**src/rtl/iwrc_pkg.sv**
```systemverilog
// Shared types and constants for the identity window residue counter.
package iwrc_pkg;

  localparam int unsigned SYMBOL_W     = 8;
  localparam int unsigned THRESH_W     = 16;
  localparam int unsigned COUNT_W      = 13;
  localparam logic [THRESH_W-1:0] THRESH_RESET = 16'd26214;

  // Strobes from the sequencer to the window judge.
  typedef struct packed {
    logic first_en;
    logic last_en;
    logic check_en;
    logic clear;
  } judge_ctrl_t;

endpackage

```
**src/rtl/iwrc_col_if.sv**
```systemverilog
// Column channel: one alignment column per word.
interface iwrc_col_if;
  logic                           valid;
  logic                           ready;
  logic                           present_a;
  logic                           present_b;
  logic [iwrc_pkg::SYMBOL_W-1:0]  symbol_a;
  logic [iwrc_pkg::SYMBOL_W-1:0]  symbol_b;
  logic                           last_column;

  modport source (output valid, present_a, present_b, symbol_a, symbol_b, last_column,
                  input ready);
  modport sink   (input valid, present_a, present_b, symbol_a, symbol_b, last_column,
                  output ready);
endinterface

```
**src/rtl/iwrc_res_if.sv**
```systemverilog
// Result channel: one count word per alignment.
interface iwrc_res_if;
  logic                          valid;
  logic                          ready;
  logic [iwrc_pkg::COUNT_W-1:0]  tagged_count;
  logic                          column_overflow;

  modport source (output valid, tagged_count, column_overflow, input ready);
  modport sink   (input valid, tagged_count, column_overflow, output ready);
endinterface

```
**src/rtl/iwrc_ram.sv**
```systemverilog
// Generic single-write, single-read RAM with a registered read port.
module iwrc_ram #(
  parameter int unsigned WIDTH = 13,
  parameter int unsigned DEPTH = 21
) (
  input  logic                     clk_i,
  input  logic                     we_i,
  input  logic [$clog2(DEPTH)-1:0] waddr_i,
  input  logic [WIDTH-1:0]         wdata_i,
  input  logic                     re_i,
  input  logic [$clog2(DEPTH)-1:0] raddr_i,
  output logic [WIDTH-1:0]         rdata_o
);

  logic [WIDTH-1:0] mem_q [DEPTH];
  logic [WIDTH-1:0] rdata_q;

  always_ff @(posedge clk_i) begin
    if (we_i) begin
      mem_q[waddr_i] <= wdata_i;
    end
    if (re_i) begin
      rdata_q <= mem_q[raddr_i];
    end
  end

  assign rdata_o = rdata_q;

endmodule

```
**src/rtl/iwrc_judge.sv**
```systemverilog
// Window judge: span multiply, identity test and union-of-intervals count.
module iwrc_judge #(
  parameter int unsigned CNT_W = 13,
  parameter int unsigned J_W   = 5
) (
  input  logic                          clk_i,
  input  logic                          rst_ni,
  input  iwrc_pkg::judge_ctrl_t         ctrl_i,
  input  logic [CNT_W-1:0]              rdata_i,
  input  logic [J_W-1:0]                j_i,
  input  logic [iwrc_pkg::THRESH_W-1:0] thr_i,
  output logic                          pass_o,
  output logic [CNT_W-1:0]              tagged_o
);

  localparam int unsigned PROD_W = iwrc_pkg::THRESH_W + CNT_W;
  localparam int unsigned LHS_W  = J_W + 1 + iwrc_pkg::THRESH_W;
  localparam int unsigned CMP_W  = (PROD_W > LHS_W) ? PROD_W : LHS_W;

  logic [CNT_W-1:0]  first_q, last_q;
  logic [PROD_W-1:0] prod_q;
  logic [CNT_W-1:0]  cov_q, cov_d;
  logic [CNT_W-1:0]  tagged_q, tagged_d;
  logic [CNT_W-1:0]  span;
  logic [CNT_W-1:0]  from;
  logic [J_W:0]      jp1;
  logic [CMP_W-1:0]  lhs;

  assign span = rdata_i - first_q + CNT_W'(1);
  assign jp1  = {1'b0, j_i} + {{J_W{1'b0}}, 1'b1};
  assign lhs  = CMP_W'({jp1, {iwrc_pkg::THRESH_W{1'b0}}});
  assign pass_o = lhs > CMP_W'(prod_q);
  assign from = (first_q > cov_q) ? first_q : cov_q + CNT_W'(1);

  always_comb begin
    cov_d    = cov_q;
    tagged_d = tagged_q;
    if (ctrl_i.clear) begin
      cov_d    = '0;
      tagged_d = '0;
    end else if (ctrl_i.check_en && pass_o && (last_q > cov_q)) begin
      // Starts never decrease, so only the part beyond the covered end is new.
      tagged_d = tagged_q + (last_q - from) + CNT_W'(1);
      cov_d    = last_q;
    end
  end

  always_ff @(posedge clk_i or negedge rst_ni) begin
    if (!rst_ni) begin
      cov_q    <= '0;
      tagged_q <= '0;
    end else begin
      cov_q    <= cov_d;
      tagged_q <= tagged_d;
    end
  end

  always_ff @(posedge clk_i) begin
    if (ctrl_i.first_en) begin
      first_q <= rdata_i;
    end
    if (ctrl_i.last_en) begin
      last_q <= rdata_i;
      prod_q <= PROD_W'(thr_i) * PROD_W'(span);
    end
  end

  assign tagged_o = tagged_q;

endmodule

```
**src/rtl/identity_window_residue_counter_top.sv**
```systemverilog
// Top level: column sequencer, match position ring and window judge.
// A column that starts no judgement leaves the sequencer ready for the next; a judgement
// reads the first match, then per window width tried reads the partner, loads and checks.
// The result follows the last column after the remaining judgements and the emit step.
// Throughput is set by the single read port of the ring, one partner read per window.
// Reset clears all counters and the threshold returns to 0.4; the ring needs no clearing.
module identity_window_residue_counter_top #(
  parameter int unsigned MAX_COLUMNS = 4096,
  parameter int unsigned WINDOW_MAX  = 20,
  parameter int unsigned WINDOW_MIN  = 4
) (
  input  logic                          clk_i,
  input  logic                          rst_ni,
  input  logic                          cfg_we_i,
  input  logic [iwrc_pkg::THRESH_W-1:0] cfg_wdata_i,
  iwrc_col_if.sink                      col_i,
  iwrc_res_if.source                    res_o
);

  localparam int unsigned RING  = WINDOW_MAX + 1;
  localparam int unsigned RW    = $clog2(RING);
  localparam int unsigned J_W   = $clog2(WINDOW_MAX + 1);
  localparam int unsigned PD_W  = $clog2(WINDOW_MAX + 2);
  localparam int unsigned CNT_W = $clog2(MAX_COLUMNS + 1);

  typedef enum logic [2:0] {
    ST_IDLE,
    ST_RD_FIRST,
    ST_CAP_FIRST,
    ST_RD_PART,
    ST_LOAD,
    ST_CHECK,
    ST_FLUSH,
    ST_EMIT
  } state_e;

  state_e                        state_q, state_d;
  logic [CNT_W-1:0]              kept_q, kept_d;
  logic                          ovf_q, ovf_d;
  logic [PD_W-1:0]               pend_q, pend_d;
  logic [RW-1:0]                 wr_idx_q, wr_idx_d;
  logic [RW-1:0]                 jdg_idx_q, jdg_idx_d;
  logic [J_W-1:0]                j_q, j_d;
  logic                          flush_q, flush_d;
  logic [iwrc_pkg::THRESH_W-1:0] thr_q;
  logic                          out_valid_q, out_valid_d;
  logic [iwrc_pkg::COUNT_W-1:0]  out_count_q, out_count_d;
  logic                          out_ovf_q, out_ovf_d;

  logic                  ram_we, ram_re;
  logic [RW-1:0]         ram_waddr, ram_raddr;
  logic [CNT_W-1:0]      ram_wdata, ram_rdata;
  iwrc_pkg::judge_ctrl_t jctrl;
  logic                  pass;
  logic [CNT_W-1:0]      tagged_cnt;
  logic                  accept, is_match, out_free;
  logic [RW-1:0]         wr_next, jdg_next;
  logic [RW:0]           part_sum;
  logic [RW-1:0]         part_idx;
  logic [J_W-1:0]        j_start;
  logic                  j_none;

  assign accept   = col_i.valid && col_i.ready;
  assign is_match = col_i.present_a && col_i.present_b && (col_i.symbol_a == col_i.symbol_b);
  assign out_free = !out_valid_q || res_o.ready;
  assign wr_next  = (wr_idx_q == RW'(RING - 1)) ? '0 : wr_idx_q + RW'(1);
  assign jdg_next = (jdg_idx_q == RW'(RING - 1)) ? '0 : jdg_idx_q + RW'(1);
  assign part_sum = {1'b0, jdg_idx_q} + (RW + 1)'(j_q);
  assign part_idx = (part_sum >= (RW + 1)'(RING)) ? RW'(part_sum - (RW + 1)'(RING))
                                                   : RW'(part_sum);
  // Widest partner available is the newest match, pend - 1 places ahead.
  assign j_start  = (int'(pend_q) - 1 >= int'(WINDOW_MAX)) ? J_W'(WINDOW_MAX)
                                                           : J_W'(pend_q - PD_W'(1));
  assign j_none   = int'(j_start) < int'(WINDOW_MIN);

  assign col_i.ready = (state_q == ST_IDLE);

  always_comb begin
    state_d     = state_q;
    kept_d      = kept_q;
    ovf_d       = ovf_q;
    pend_d      = pend_q;
    wr_idx_d    = wr_idx_q;
    jdg_idx_d   = jdg_idx_q;
    j_d         = j_q;
    flush_d     = flush_q;
    out_valid_d = out_valid_q && !res_o.ready;
    out_count_d = out_count_q;
    out_ovf_d   = out_ovf_q;
    ram_we      = 1'b0;
    ram_waddr   = wr_next;
    ram_wdata   = kept_q + CNT_W'(1);
    ram_re      = 1'b0;
    ram_raddr   = jdg_idx_q;
    jctrl       = '0;

    case (state_q)
      ST_IDLE: begin
        if (accept) begin
          if (col_i.present_a || col_i.present_b) begin
            if (kept_q >= CNT_W'(MAX_COLUMNS)) begin
              ovf_d = 1'b1;
            end else begin
              kept_d = kept_q + CNT_W'(1);
              if (is_match) begin
                ram_we   = 1'b1;
                wr_idx_d = wr_next;
                pend_d   = pend_q + PD_W'(1);
              end
            end
          end
          flush_d = col_i.last_column;
          if (int'(pend_d) > int'(WINDOW_MAX)) begin
            state_d = ST_RD_FIRST;
          end else if (col_i.last_column) begin
            state_d = ST_FLUSH;
          end
        end
      end
      ST_RD_FIRST: begin
        if (j_none) begin
          pend_d    = pend_q - PD_W'(1);
          jdg_idx_d = jdg_next;
          state_d   = flush_q ? ST_FLUSH : ST_IDLE;
        end else begin
          ram_re  = 1'b1;
          j_d     = j_start;
          state_d = ST_CAP_FIRST;
        end
      end
      ST_CAP_FIRST: begin
        jctrl.first_en = 1'b1;
        ram_re         = 1'b1;
        ram_raddr      = part_idx;
        state_d        = ST_LOAD;
      end
      ST_RD_PART: begin
        ram_re    = 1'b1;
        ram_raddr = part_idx;
        state_d   = ST_LOAD;
      end
      ST_LOAD: begin
        jctrl.last_en = 1'b1;
        state_d       = ST_CHECK;
      end
      ST_CHECK: begin
        jctrl.check_en = 1'b1;
        if (pass || int'(j_q) <= int'(WINDOW_MIN)) begin
          pend_d    = pend_q - PD_W'(1);
          jdg_idx_d = jdg_next;
          state_d   = flush_q ? ST_FLUSH : ST_IDLE;
        end else begin
          j_d     = j_q - J_W'(1);
          state_d = ST_RD_PART;
        end
      end
      ST_FLUSH: begin
        state_d = (pend_q != '0) ? ST_RD_FIRST : ST_EMIT;
      end
      ST_EMIT: begin
        if (out_free) begin
          out_valid_d = 1'b1;
          out_count_d = iwrc_pkg::COUNT_W'(tagged_cnt);
          out_ovf_d   = ovf_q;
          jctrl.clear = 1'b1;
          kept_d      = '0;
          ovf_d       = 1'b0;
          pend_d      = '0;
          wr_idx_d    = '0;
          jdg_idx_d   = RW'(1);
          flush_d     = 1'b0;
          state_d     = ST_IDLE;
        end
      end
      default: begin
        state_d = ST_IDLE;
      end
    endcase
  end

  always_ff @(posedge clk_i or negedge rst_ni) begin
    if (!rst_ni) begin
      state_q     <= ST_IDLE;
      kept_q      <= '0;
      ovf_q       <= 1'b0;
      pend_q      <= '0;
      wr_idx_q    <= '0;
      jdg_idx_q   <= RW'(1);
      j_q         <= '0;
      flush_q     <= 1'b0;
      thr_q       <= iwrc_pkg::THRESH_RESET;
      out_valid_q <= 1'b0;
    end else begin
      state_q     <= state_d;
      kept_q      <= kept_d;
      ovf_q       <= ovf_d;
      pend_q      <= pend_d;
      wr_idx_q    <= wr_idx_d;
      jdg_idx_q   <= jdg_idx_d;
      j_q         <= j_d;
      flush_q     <= flush_d;
      out_valid_q <= out_valid_d;
      if (cfg_we_i) begin
        thr_q <= cfg_wdata_i;
      end
    end
  end

  always_ff @(posedge clk_i) begin
    out_count_q <= out_count_d;
    out_ovf_q   <= out_ovf_d;
  end

  assign res_o.valid           = out_valid_q;
  assign res_o.tagged_count    = out_count_q;
  assign res_o.column_overflow = out_ovf_q;

  iwrc_ram #(
    .WIDTH (CNT_W),
    .DEPTH (RING)
  ) u_ring (
    .clk_i   (clk_i),
    .we_i    (ram_we),
    .waddr_i (ram_waddr),
    .wdata_i (ram_wdata),
    .re_i    (ram_re),
    .raddr_i (ram_raddr),
    .rdata_o (ram_rdata)
  );

  iwrc_judge #(
    .CNT_W (CNT_W),
    .J_W   (J_W)
  ) u_judge (
    .clk_i    (clk_i),
    .rst_ni   (rst_ni),
    .ctrl_i   (jctrl),
    .rdata_i  (ram_rdata),
    .j_i      (j_q),
    .thr_i    (thr_q),
    .pass_o   (pass),
    .tagged_o (tagged_cnt)
  );

  // The ring holds at most one window of unjudged matches plus the newest.
  assert property (@(posedge clk_i) disable iff (!rst_ni)
    int'(pend_q) <= int'(WINDOW_MAX) + 1)
    else $error("unjudged match count exceeds ring depth");

  assert property (@(posedge clk_i) disable iff (!rst_ni)
    int'(kept_q) <= int'(MAX_COLUMNS))
    else $error("kept column count beyond limit");

  assert property (@(posedge clk_i) disable iff (!rst_ni)
    (state_q == ST_LOAD) |-> (int'(j_q) >= int'(WINDOW_MIN) && int'(j_q) <= int'(WINDOW_MAX)))
    else $error("window width out of range during judgement");

  assert property (@(posedge clk_i) disable iff (!rst_ni)
    $rose(out_valid_q) |-> ($past(state_q) == ST_EMIT))
    else $error("result raised outside the emit step");

  assert property (@(posedge clk_i) disable iff (!rst_ni)
    (state_q == ST_EMIT && out_free) |=> (kept_q == '0 && pend_q == '0 && !ovf_q))
    else $error("run state not cleared after result");

endmodule

```
**src/flat_wrapper.sv**
```systemverilog
// flat-port wrapper written by rule: the top's interface ports become plain ports
module identity_window_residue_counter_top_flat 
#(
  parameter int unsigned MAX_COLUMNS = 4096,
  parameter int unsigned WINDOW_MAX  = 20,
  parameter int unsigned WINDOW_MIN  = 4
)
  (clk_i, rst_ni, cfg_we_i, cfg_wdata_i, col_i_valid, col_i_present_a, col_i_present_b, col_i_symbol_a, col_i_symbol_b, col_i_last_column, col_i_ready, res_o_valid, res_o_tagged_count, res_o_column_overflow, res_o_ready);
  iwrc_col_if col_i_i ();
  iwrc_res_if res_o_i ();
  input  logic clk_i;
  input  logic rst_ni;
  input  logic cfg_we_i;
  input  logic [iwrc_pkg::THRESH_W-1:0] cfg_wdata_i;
  input wire logic [$bits(col_i_i.valid)-1:0] col_i_valid;
  input wire logic [$bits(col_i_i.present_a)-1:0] col_i_present_a;
  input wire logic [$bits(col_i_i.present_b)-1:0] col_i_present_b;
  input wire logic [$bits(col_i_i.symbol_a)-1:0] col_i_symbol_a;
  input wire logic [$bits(col_i_i.symbol_b)-1:0] col_i_symbol_b;
  input wire logic [$bits(col_i_i.last_column)-1:0] col_i_last_column;
  output wire logic [$bits(col_i_i.ready)-1:0] col_i_ready;
  output wire logic [$bits(res_o_i.valid)-1:0] res_o_valid;
  output wire logic [$bits(res_o_i.tagged_count)-1:0] res_o_tagged_count;
  output wire logic [$bits(res_o_i.column_overflow)-1:0] res_o_column_overflow;
  input wire logic [$bits(res_o_i.ready)-1:0] res_o_ready;
  assign col_i_i.valid = col_i_valid;
  assign col_i_i.present_a = col_i_present_a;
  assign col_i_i.present_b = col_i_present_b;
  assign col_i_i.symbol_a = col_i_symbol_a;
  assign col_i_i.symbol_b = col_i_symbol_b;
  assign col_i_i.last_column = col_i_last_column;
  assign col_i_ready = col_i_i.ready;
  assign res_o_valid = res_o_i.valid;
  assign res_o_tagged_count = res_o_i.tagged_count;
  assign res_o_column_overflow = res_o_i.column_overflow;
  assign res_o_i.ready = res_o_ready;
  identity_window_residue_counter_top #(.MAX_COLUMNS(MAX_COLUMNS), .WINDOW_MAX(WINDOW_MAX), .WINDOW_MIN(WINDOW_MIN)) u_core (.clk_i(clk_i), .rst_ni(rst_ni), .cfg_we_i(cfg_we_i), .cfg_wdata_i(cfg_wdata_i), .col_i(col_i_i), .res_o(res_o_i));
endmodule
```
**config.mk**
```make
export PLATFORM = sky130hd
export DESIGN_NAME = identity_window_residue_counter_top_flat
export DESIGN_NICKNAME = d
export VERILOG_FILES = /design/src/rtl/iwrc_pkg.sv /design/src/rtl/iwrc_col_if.sv /design/src/rtl/iwrc_res_if.sv /design/src/rtl/iwrc_ram.sv /design/src/rtl/iwrc_judge.sv /design/src/rtl/identity_window_residue_counter_top.sv /design/src/flat_wrapper.sv
export SDC_FILE = /design/constraint.sdc
export NUM_CORES = 1
export LEC_CHECK = 0
export BUFFER_PORTS_ARGS = -buffer_cell sky130_fd_sc_hd__buf_2
export CAP_MARGIN = 20
export CORE_ASPECT_RATIO = 0.5
export CORE_MARGIN = 4
export CORE_UTILIZATION = 30
export DETAILED_ROUTE_END_ITERATION = 10
export GPL_ROUTABILITY_DRIVEN = 0
export PLACE_DENSITY = 0.48
export SYNTH_ARGS = -nofsm -noshare
export SYNTH_HDL_FRONTEND = slang
export SYNTH_SLANG_ARGS = --single-unit
```
**constraint.sdc**
```tcl
create_clock -name clk_i -period 21.3 [get_ports clk_i]
set_clock_uncertainty 0.05 [all_clocks]
set_input_delay 1.065 -clock clk_i [delete_from_list [all_inputs] [get_ports clk_i]]
set_output_delay 1.065 -clock clk_i [all_outputs]
set_load 0.005 [all_outputs]
```
**After elaboration in Yosys (flattened, before gate mapping)**

Memory sizes are Yosys's and may differ from the RTL's. A register that Yosys moved wholly into a read port is not among the register bits.
Cells that the tools add are included.

- Reduce and logical (&&, ||, !) cells: 28
- Mux-type cells: 69
- Add/subtract/negate cells: 16
- Equal/unequal tests: 21
- Multipliers: 1
- Magnitude comparators: 9

Operators with widths:

| operator | number |
|---|---|
| 13-bit 2-to-1 mux | 9 |
| 5-bit 2-to-1 mux | 23 |
| 13-bit by 1-bit adder with 13-bit output (second input constant) | 4 |
| 32-bit by 6-bit >= comparator with 1-bit output (second input constant) | 1 |
| 22-bit by 29-bit > comparator with 1-bit output | 1 |
| 16-bit by 13-bit multiplier with 29-bit output | 1 |
| 13-bit > comparator | 2 |
| 13-bit case mux with 2 select lines | 1 |
| 13-bit subtractor | 2 |
| 3-bit 2-to-1 mux | 8 |
| 3-bit case mux with 7 select lines | 1 |
| 1-bit 2-to-1 mux | 20 |
| 5-bit case mux with 2 select lines | 2 |
| 5-bit case mux with 4 select lines | 1 |
| 5-bit by 1-bit adder with 5-bit output (second input constant) | 3 |
| 5-bit case mux with 3 select lines | 1 |
| 5-bit AND reduction | 3 |
| 2-bit inequality test (second input constant) | 7 |
| 13-bit adder | 1 |
| 13-bit >= comparator (second input constant) | 1 |
| 3-bit equality test (second input constant) | 4 |
| 5-bit equality test (second input constant) | 2 |
| 5-bit by 1-bit subtractor with 5-bit output (second input constant) | 2 |
| 3-bit AND reduction | 3 |
| 26 further kinds | 41 |

- Output and inout bits: 16
- Bits in writable memories: 273
- Flip-flop bits (word level): 150
- Memories: 1
- Input port bits: 40

Memories:

| name | depth | width | read ports | clocked after Yosys merged registers in | write ports | RTL line | source |
|---|---|---|---|---|---|---|---|
| u_core.u_ring.mem_q | 21 | 13 | 1 | 1 | 1 | iwrc_ram.sv:15 | `logic [WIDTH-1:0] mem_q [DEPTH];` |

**Depth between registers and ports, before layout**

Gate-level depths: netlist (run 1).

- Word-level depth: 11
- Depth in mapped cells: 38
- Mapped depth without buffers: 37

**Modules after synthesis**

Synthesis (run 1) repeated with hierarchy kept, for this count alone.

- Cells, all modules: 2,366
- Area total of the unflattened synthesis: 28,107.0 um^2

Modules (own cells, without submodules):

| module | sequential area each (um^2) | cells an instance | instances | area each (um^2) |
|---|---|---|---|---|
| iwrc_judge | 2,302.2 | 1,387 | 1 | 12,739.7 |
| iwrc_ram | 8,588.2 | 525 | 1 | 11,144.4 |
| identity_window_residue_counter_top | 1,808.0 | 454 | 1 | 4,222.8 |

**Worst setup path after synthesis (run 1)**

OpenSTA, ideal clock, no wires.

- Path type: register to register
- From: register u_core.u_judge.first_q[1]
- To: register u_core.u_judge.prod_q[28] (data pin)
- Stages on the path, launching flop included: 36
- Setup time: 268 ps
- Arrival time: 7,739 ps
- Path buffers: 1
- Period minus slack after synthesis: 8,057 ps
- Data required time: 20,982 ps
- Path slack: 13,243 ps
- Cell sequence: edfxtp_1 ha_1 inv_1 ha_1 inv_1 fa_1 nor2b_1 o21ai_0 a21boi_0 o21ai_0 a21boi_0 o21ai_0 a21boi_0 mux2i_1 nand2_1 clkbuf_1 nand2_1 fa_1 fa_1 inv_1 fa_1 fa_1 inv_1 fa_1 inv_1 ha_1 and3_1 a31oi_1 o21ai_0 a41oi_1 nor2b_1 o21ai_0 a31oi_1 a41o_1 o41ai_1 xnor2_1

- Word-level cells in the longest chain between the ends: 3

Ends and longest elaborated chain:

| element | RTL line | source |
|---|---|---|
| start, declared | iwrc_judge.sv:20 | `logic [CNT_W-1:0] first_q, last_q;` |
| start signal, assigned | iwrc_judge.sv:60 | `first_q <= rdata_i;` |
| 13-bit subtractor | iwrc_judge.sv:29 | `assign span = rdata_i - first_q + CNT_W'(1);` |
| 13-bit by 1-bit adder with 13-bit output | iwrc_judge.sv:29 |  |
| 16-bit by 13-bit multiplier with 29-bit output | iwrc_judge.sv:64 | `prod_q <= PROD_W'(thr_i) * PROD_W'(span);` |
| end signal, assigned | iwrc_judge.sv:64 |  |
| end, declared | iwrc_judge.sv:21 | `logic [PROD_W-1:0] prod_q;` |

No other way between the ends.
A chain may end at the register's enable or synchronous reset.

**Worst setup path in the final report (run 1)**

Same ends and word-level chain as after synthesis.

==> results of run 1 <==
-- layout by cell type, fill, tap and decap left out, types with 18 or more instances in the layout --
cell type / instances
a211oi_1: 60
nor2b_1: 18
xnor2_1: 53
nand2_1: 270
a21o_1: 24
xor2_1: 29
a21oi_1: 85
buf_4: 40
fa_1: 168
a31oi_1: 31
nand3_1: 59
o21ai_0: 95
mux2_2: 20
nor3_1: 18
edfxtp_1: 355
buf_2: 54
and2_1: 106
nor2_1: 92
clkbuf_16: 45
dfrtp_1: 72
inv_1: 280
mux2i_1: 88
nand2b_1: 32
ha_1: 163
-- cells by family after synthesis --
family | share of synthesized area [%]
compound gates | 9.90
xor+xnor | 2.69
fa+ha+maj | 19.8
buf+inv | 5.47
flops | 46.5
mux | 4.05
simple gates | 11.7
-- sequential cells by signal, indices dropped and copies added (netlist names) --
register / cells
u_core.pend_q: 5
u_core.u_judge.prod_q: 29
u_core.kept_q: 13
u_core.u_judge.tagged_o: 13
u_core.j_q: 5
u_core.res_o.column_overflow: 1
u_core.wr_idx_q: 5
u_core.jdg_idx_q: 5
u_core.u_ring.rdata_o: 13
u_core.res_o.tagged_count: 13
u_core.u_judge.cov_q: 13
u_core.u_ring.mem_q: 273
u_core.thr_q: 16
u_core.flush_q: 1
u_core.u_judge.last_q: 13
u_core.res_o.valid: 1
u_core.state_q: 3
u_core.ovf_q: 1
u_core.u_judge.first_q: 13
-- layout make-up --
cell class	count	share of cell area [%]
clock buffers	54	3.90
clock inverters	30	0.914
inverters	280	3.44
multi-input cells	1609	43.3
flip-flops and latches	436	41.6
well taps	1185	4.86
repair buffers	96	1.98
-- critical path: cells and delay by family, from the launching register on --
family | cells | cell delay, ns
DFF | 1 | 0.43
adders and majority gates | 9 | 3.79
muxes | 1 | 0.22
AOI/OAI and AO/OA | 13 | 2.92
buffers and inverters | 4 | 0.22
and+or+nand+nor | 5 | 1.31
xor gates and xnor gates | 1 | 0.11
-- per-layer routing --
metal | up-vias | GRT usage [%] | wire (um)
met3 | 72 | 1.97 | 2650
li1 | 8481 | - | -
met1 | 8900 | 19.8 | 32400
met4 | 0 | 3.09 | 1270
met5 | - | 0 | 0
met2 | 249 | 22.9 | 31300
-- through the flow --
step	util [%]	hold WS [ns]	area (um2)	setup WS, ns
after floorplan	-	0.376	27300	13.24
after global placement	32.5	0.390	29000	12.19
after detailed placement	32.5	0.395	29100	12.01
after CTS	34.2	0.256	30500	11.94
after global routing	34.2	0.282	30500	11.23
final	34.2	0.293	30500	12.00
-- worst max-delay path by stage --
stage                                    from                        end  slack (ns)  depth (start not counted)
detailed placement  u_core.u_judge.first_q[1]  u_core.u_judge.prod_q[28]       12.01                         33
finish              u_core.u_judge.first_q[1]  u_core.u_judge.prod_q[28]       12.00                         33
CTS                 u_core.u_judge.first_q[1]  u_core.u_judge.prod_q[28]       11.94                         33
global route        u_core.u_judge.first_q[1]  u_core.u_judge.prod_q[28]       11.23                         34
global placement    u_core.u_judge.first_q[1]  u_core.u_judge.prod_q[28]       12.19                         33
floorplan           u_core.u_judge.first_q[1]  u_core.u_judge.prod_q[28]       13.24                         35
==> flow_summary.ini, run 1 <==
[finish]
area_delta_synth_final_pct = 11.7
final_cells = 3690
multiInputGateArea_um2 = 13200
fillers = 8852
register_area_um2 = 12700
diodes = 0
final_net_count = 2839
layout-drive-gt1-share_pct = 9.26

[floorplanning]
io_pins = 56
core_area_um2 = 89300
die_area_um2 = 96300
die_h_um = 221
rows = 77
die_w_um = 435
initial_core_util_pct = 30.6

[clock_network]
postCtsResizedCells = 0
cts_setup_buffers = 0
ctsHtreeMaxLevel = 2
clk_latency_ns = 0.60
tritoncts.num_buffers = 45
clk_pin_slew_ns = 0.07
clk_path_buf_depth = 3
cts_root_buf = clkbuf_16
ctsHoldBuffers = 0
cts.sinks = 436
cts_tree = done

[sta]
worst_pin_slew_ns = 1.04
setup_tns_ns = 0
max_freq_mhz = 108
grt_setup_unrepaired = no
finalCritPeriodShare_pct = 43.6
hold_viol_final = 0
finalCriticalPeriod_ns = 9.30
finalSetupViolCount = 0
maxSlewHeadroom_pct = 30.1
slew_viol_final = 0

[place]
dpl.cell_count = 3606
portBuffers = 55
dp_hpwl_um = 45800

[logic_synthesis]
synthFlopType = edfxtp_1
netlist_instances = 2426
synth-async-reset-ratio_pct = 18.6
ys_top_cells_by_count = edfxtp_1 (355), inv_1 (280), nand2_1 (270)
synth_top_area_cell = edfxtp_1
synth_cell_type_count = 73
synth_fp_nets = 2797
ys_ff_latch = 436
synth_area_per_cell_um2 = 11.3
synth.most_common_cell = edfxtp_1
synthTopCellsByArea = edfxtp_1 (39%), fa_1 (12%), ha_1 (7.5%)
netlist.area_leader.share_pct = 39.0
yosysWarnings = 0
synth_edf_count = 355
ys_seq_area_share_pct = 46.5
synth.cell_area_um2 = 27300

[route]
wl_per_cell_um = 18.3
postRouteAntennaNets = 0
routed_via_density = 4.80
drtIter0Drc = 1122
dr.pass1.iters = 5
route.detailed.drc = 0
vias = 17700
drt_wl_total_um = 67600

[global_route]
grt_pass1_wl_um = 107000
antenna_found_initial = 1
grt_pass1_vias = 18000
grt_max_degree = 127
gr-total-overflow = 0
grt_usage_pct = 14.0

[worst_setup_path]
cpPeakStageDelay_ns = 0.55
crit_required_ns = 21.59
cpMaxStageDelayCell = fa_1
r2r_start = u_core.u_judge.first_q[1]
start_kind = flop
end_kind = flop
worstSetupPathType = reg2reg
reg2reg_to = u_core.u_judge.prod_q[28]
r2r_slack_ns = 12.00
ff2ff_path_depth = 33
cp_common_cell = fa_1
cp_max_fo = 16
critPathArrivalTime_ns = 9.59

[run_status]
status = complete, no violations

[worst_hold_path]
hp-class = in2async

[job]
maxCapViolations = 0
Power of run 1 is left out: the tool's default activity adds up to more than one toggle a clock period on the data nets, which glitch-free logic cannot reach.
==> inputs of run 2 (changes only) <==
--- a/config.mk
+++ b/config.mk
@@ -12,7 +12,7 @@
 export CORE_UTILIZATION = 30
 export DETAILED_ROUTE_END_ITERATION = 10
 export GPL_ROUTABILITY_DRIVEN = 0
-export PLACE_DENSITY = 0.48
+export PLACE_DENSITY = 0.5
 export SYNTH_ARGS = -nofsm -noshare
 export SYNTH_HDL_FRONTEND = slang
 export SYNTH_SLANG_ARGS = --single-unit
==> constraint.sdc (replaced) <==
create_clock -name clk_i -period 8.1 [get_ports clk_i]
set_clock_uncertainty 0.05 [all_clocks]
set_input_delay 0.405 -clock clk_i [delete_from_list [all_inputs] [get_ports clk_i]]
set_output_delay 0.405 -clock clk_i [all_outputs]
set_load 0.005 [all_outputs]
==> flow_summary.ini, run 2 (synthesized netlist as in run 1, its figures left out) <==
[global_route]
grt_pass1_wl_um = 107000
grtUsageMet1_pct = 19.5
met2_usage_pct = 23.1
grt_usage_pct = 14.0
gr-total-overflow = 0
met3_usage_pct = 2.14
antenna_found_initial = 0
grt_max_degree = 127
grt_pass1_vias = 18400
gr-max-usage-layer = met2

[place]
dp_hpwl_um = 46300
portBuffers = 55
dp_worst_setup_slack_ns = -0.311
placed_cell_area_um2 = 29400

[worst_setup_path]
cpPeakStageDelay_ns = 0.55
crit_required_ns = 8.38
cp_max_fo = 14
start_kind = flop
worstSetupPathType = reg2reg
cp_common_cell = fa_1
end_kind = flop
cpMaxStageDelayCell = fa_1
critPathArrivalTime_ns = 7.97

[floorplanning]
die_area_um2 = 96300
die_w_um = 435
core_area_um2 = 89300
io_pins = 56
rows = 77
die_h_um = 221
initial_core_util_pct = 30.6

[sta]
grt_setup_unrepaired = yes
finalCriticalPeriod_ns = 7.70
setup_tns_ns = 0
layout_setup_ws_ns = 0.402
finalSetupViolCount = 0
maxSlewHeadroom_pct = 31.6
max_freq_mhz = 130
slew_viol_final = 0
worst_pin_slew_ns = 1.02
hold_viol_final = 0
finalCritPeriodShare_pct = 95.0

[route]
postRouteAntennaNets = 0
routed_via_density = 4.80
dr.pass1.iters = 7
wl_per_cell_um = 18.0
drt_wl_total_um = 67400
vias = 18000
drtIter0Drc = 1030
route.detailed.drc = 0

[clock_network]
clk_pin_slew_ns = 0.06
tritoncts.num_buffers = 45
clk_latency_ns = 0.58
ctsHtreeMaxLevel = 2
clk_path_buf_depth = 3
cts.sinks = 436
cts_root_buf = clkbuf_16
cts_tree = done

[finish]
regMostFlops = u_core.u_ring.mem_q
final_net_count = 2903
largest_reg_flops = 273
fin_area_um2 = 31200
largestRegisters = u_core.u_ring.mem_q: 273 flops, u_core.u_judge.prod_q: 29 flops, u_core.thr_q: 16 flops
final_cell_mix = edfxtp_1 (355), inv_1 (280), nand2_1 (268), fa_1 (168), ha_1 (162)
area_delta_synth_final_pct = 14.2
layout-drive-gt1-share_pct = 11.4
layout_commonest_cell = edfxtp_1
final_core_util_pct = 35.0

[job]
maxCapViolations = 0

[worst_hold_path]
hp-class = in2reg

[run_status]
status = complete, no violations
[run 2: cell types whose count changed in the layout (fill, tap and decap cells not counted), sizes merged, moves of 2 or more]
cell / previous run / this run
inv: 285 / 283
bufinv: 2 / 7
clkbuf: 54 / 50
clkinvlp: 4 / 2
buf: 96 / 143
dlygate4sd3: 0 / 17
[run 2: worst max-delay path, delay by kind of cell (launching register included)]
kind	cells	cell delay [ns]
xor gates and xnor gates	2	0.23
adders and majority gates	8	3.47
and+or+nand+nor	2	0.31
buffers and inverters	3	0.29
AOI/OAI and AO/OA	15	2.70
DFF	1	0.39
[run 2: metrics by stage]
stage               instances  hold slack [ns]
finish                   3751            0.105
global route             3750            0.105
CTS                      3747           0.0597
detailed placement       3650            0.268
global placement         3650            0.267
floorplan                2426           0.0594
[run 2: path summary, 6_finish.rpt]
check	start	cells after the start	slack [ns]	endpoint
min	col_i_last_column	3	0.10	u_core.flush_q
min reg2reg	u_core.ovf_q	0	0.41	u_core.res_o.column_overflow
min in group asynchronous	rst_ni	2	0.21	u_core.u_judge.tagged_o[6]
max	u_core.u_ring.rdata_o[2]	30	0.40	u_core.u_judge.prod_q[28]
max in group asynchronous	rst_ni	3	6.58	u_core.wr_idx_q[2]
max reg2reg	u_core.u_ring.rdata_o[2]	30	0.40	u_core.u_judge.prod_q[28]
[run 2: metal layers]
metal	routed length, um	part of all wire [%]	vias up
met5	0	0	-
met4	1020	1.5	0
met3	2760	4.1	77
met2	31500	47	291
met1	32100	48	9025
li1	-	-	8609
[run 2: what timing repair did]
| item | CTS | global route |
|---|---|---|
| endpoints found under the hold margin | 37 | 0 |
| buffers inserted | 0 | 2 |
| hold buffers | 17 | 0 |
| pin swaps | 1 | 18 |
| gates resized for setup | 5 | 31 |
| endpoints found under the setup margin | 8 | 11 |
[run 2: area by class of cell]
cell class              instances  area (um2)
flip-flops and latches        436       12700
inverters                     280        1050
clock inverters                30         332
well taps                    1185        1480
multi-input cells            1609       13300
diodes                          1        2.50
fillers                      8857       58100
clock buffers                  50        1150
repair buffers                160        1170
Power of run 2 is left out for the same reason.
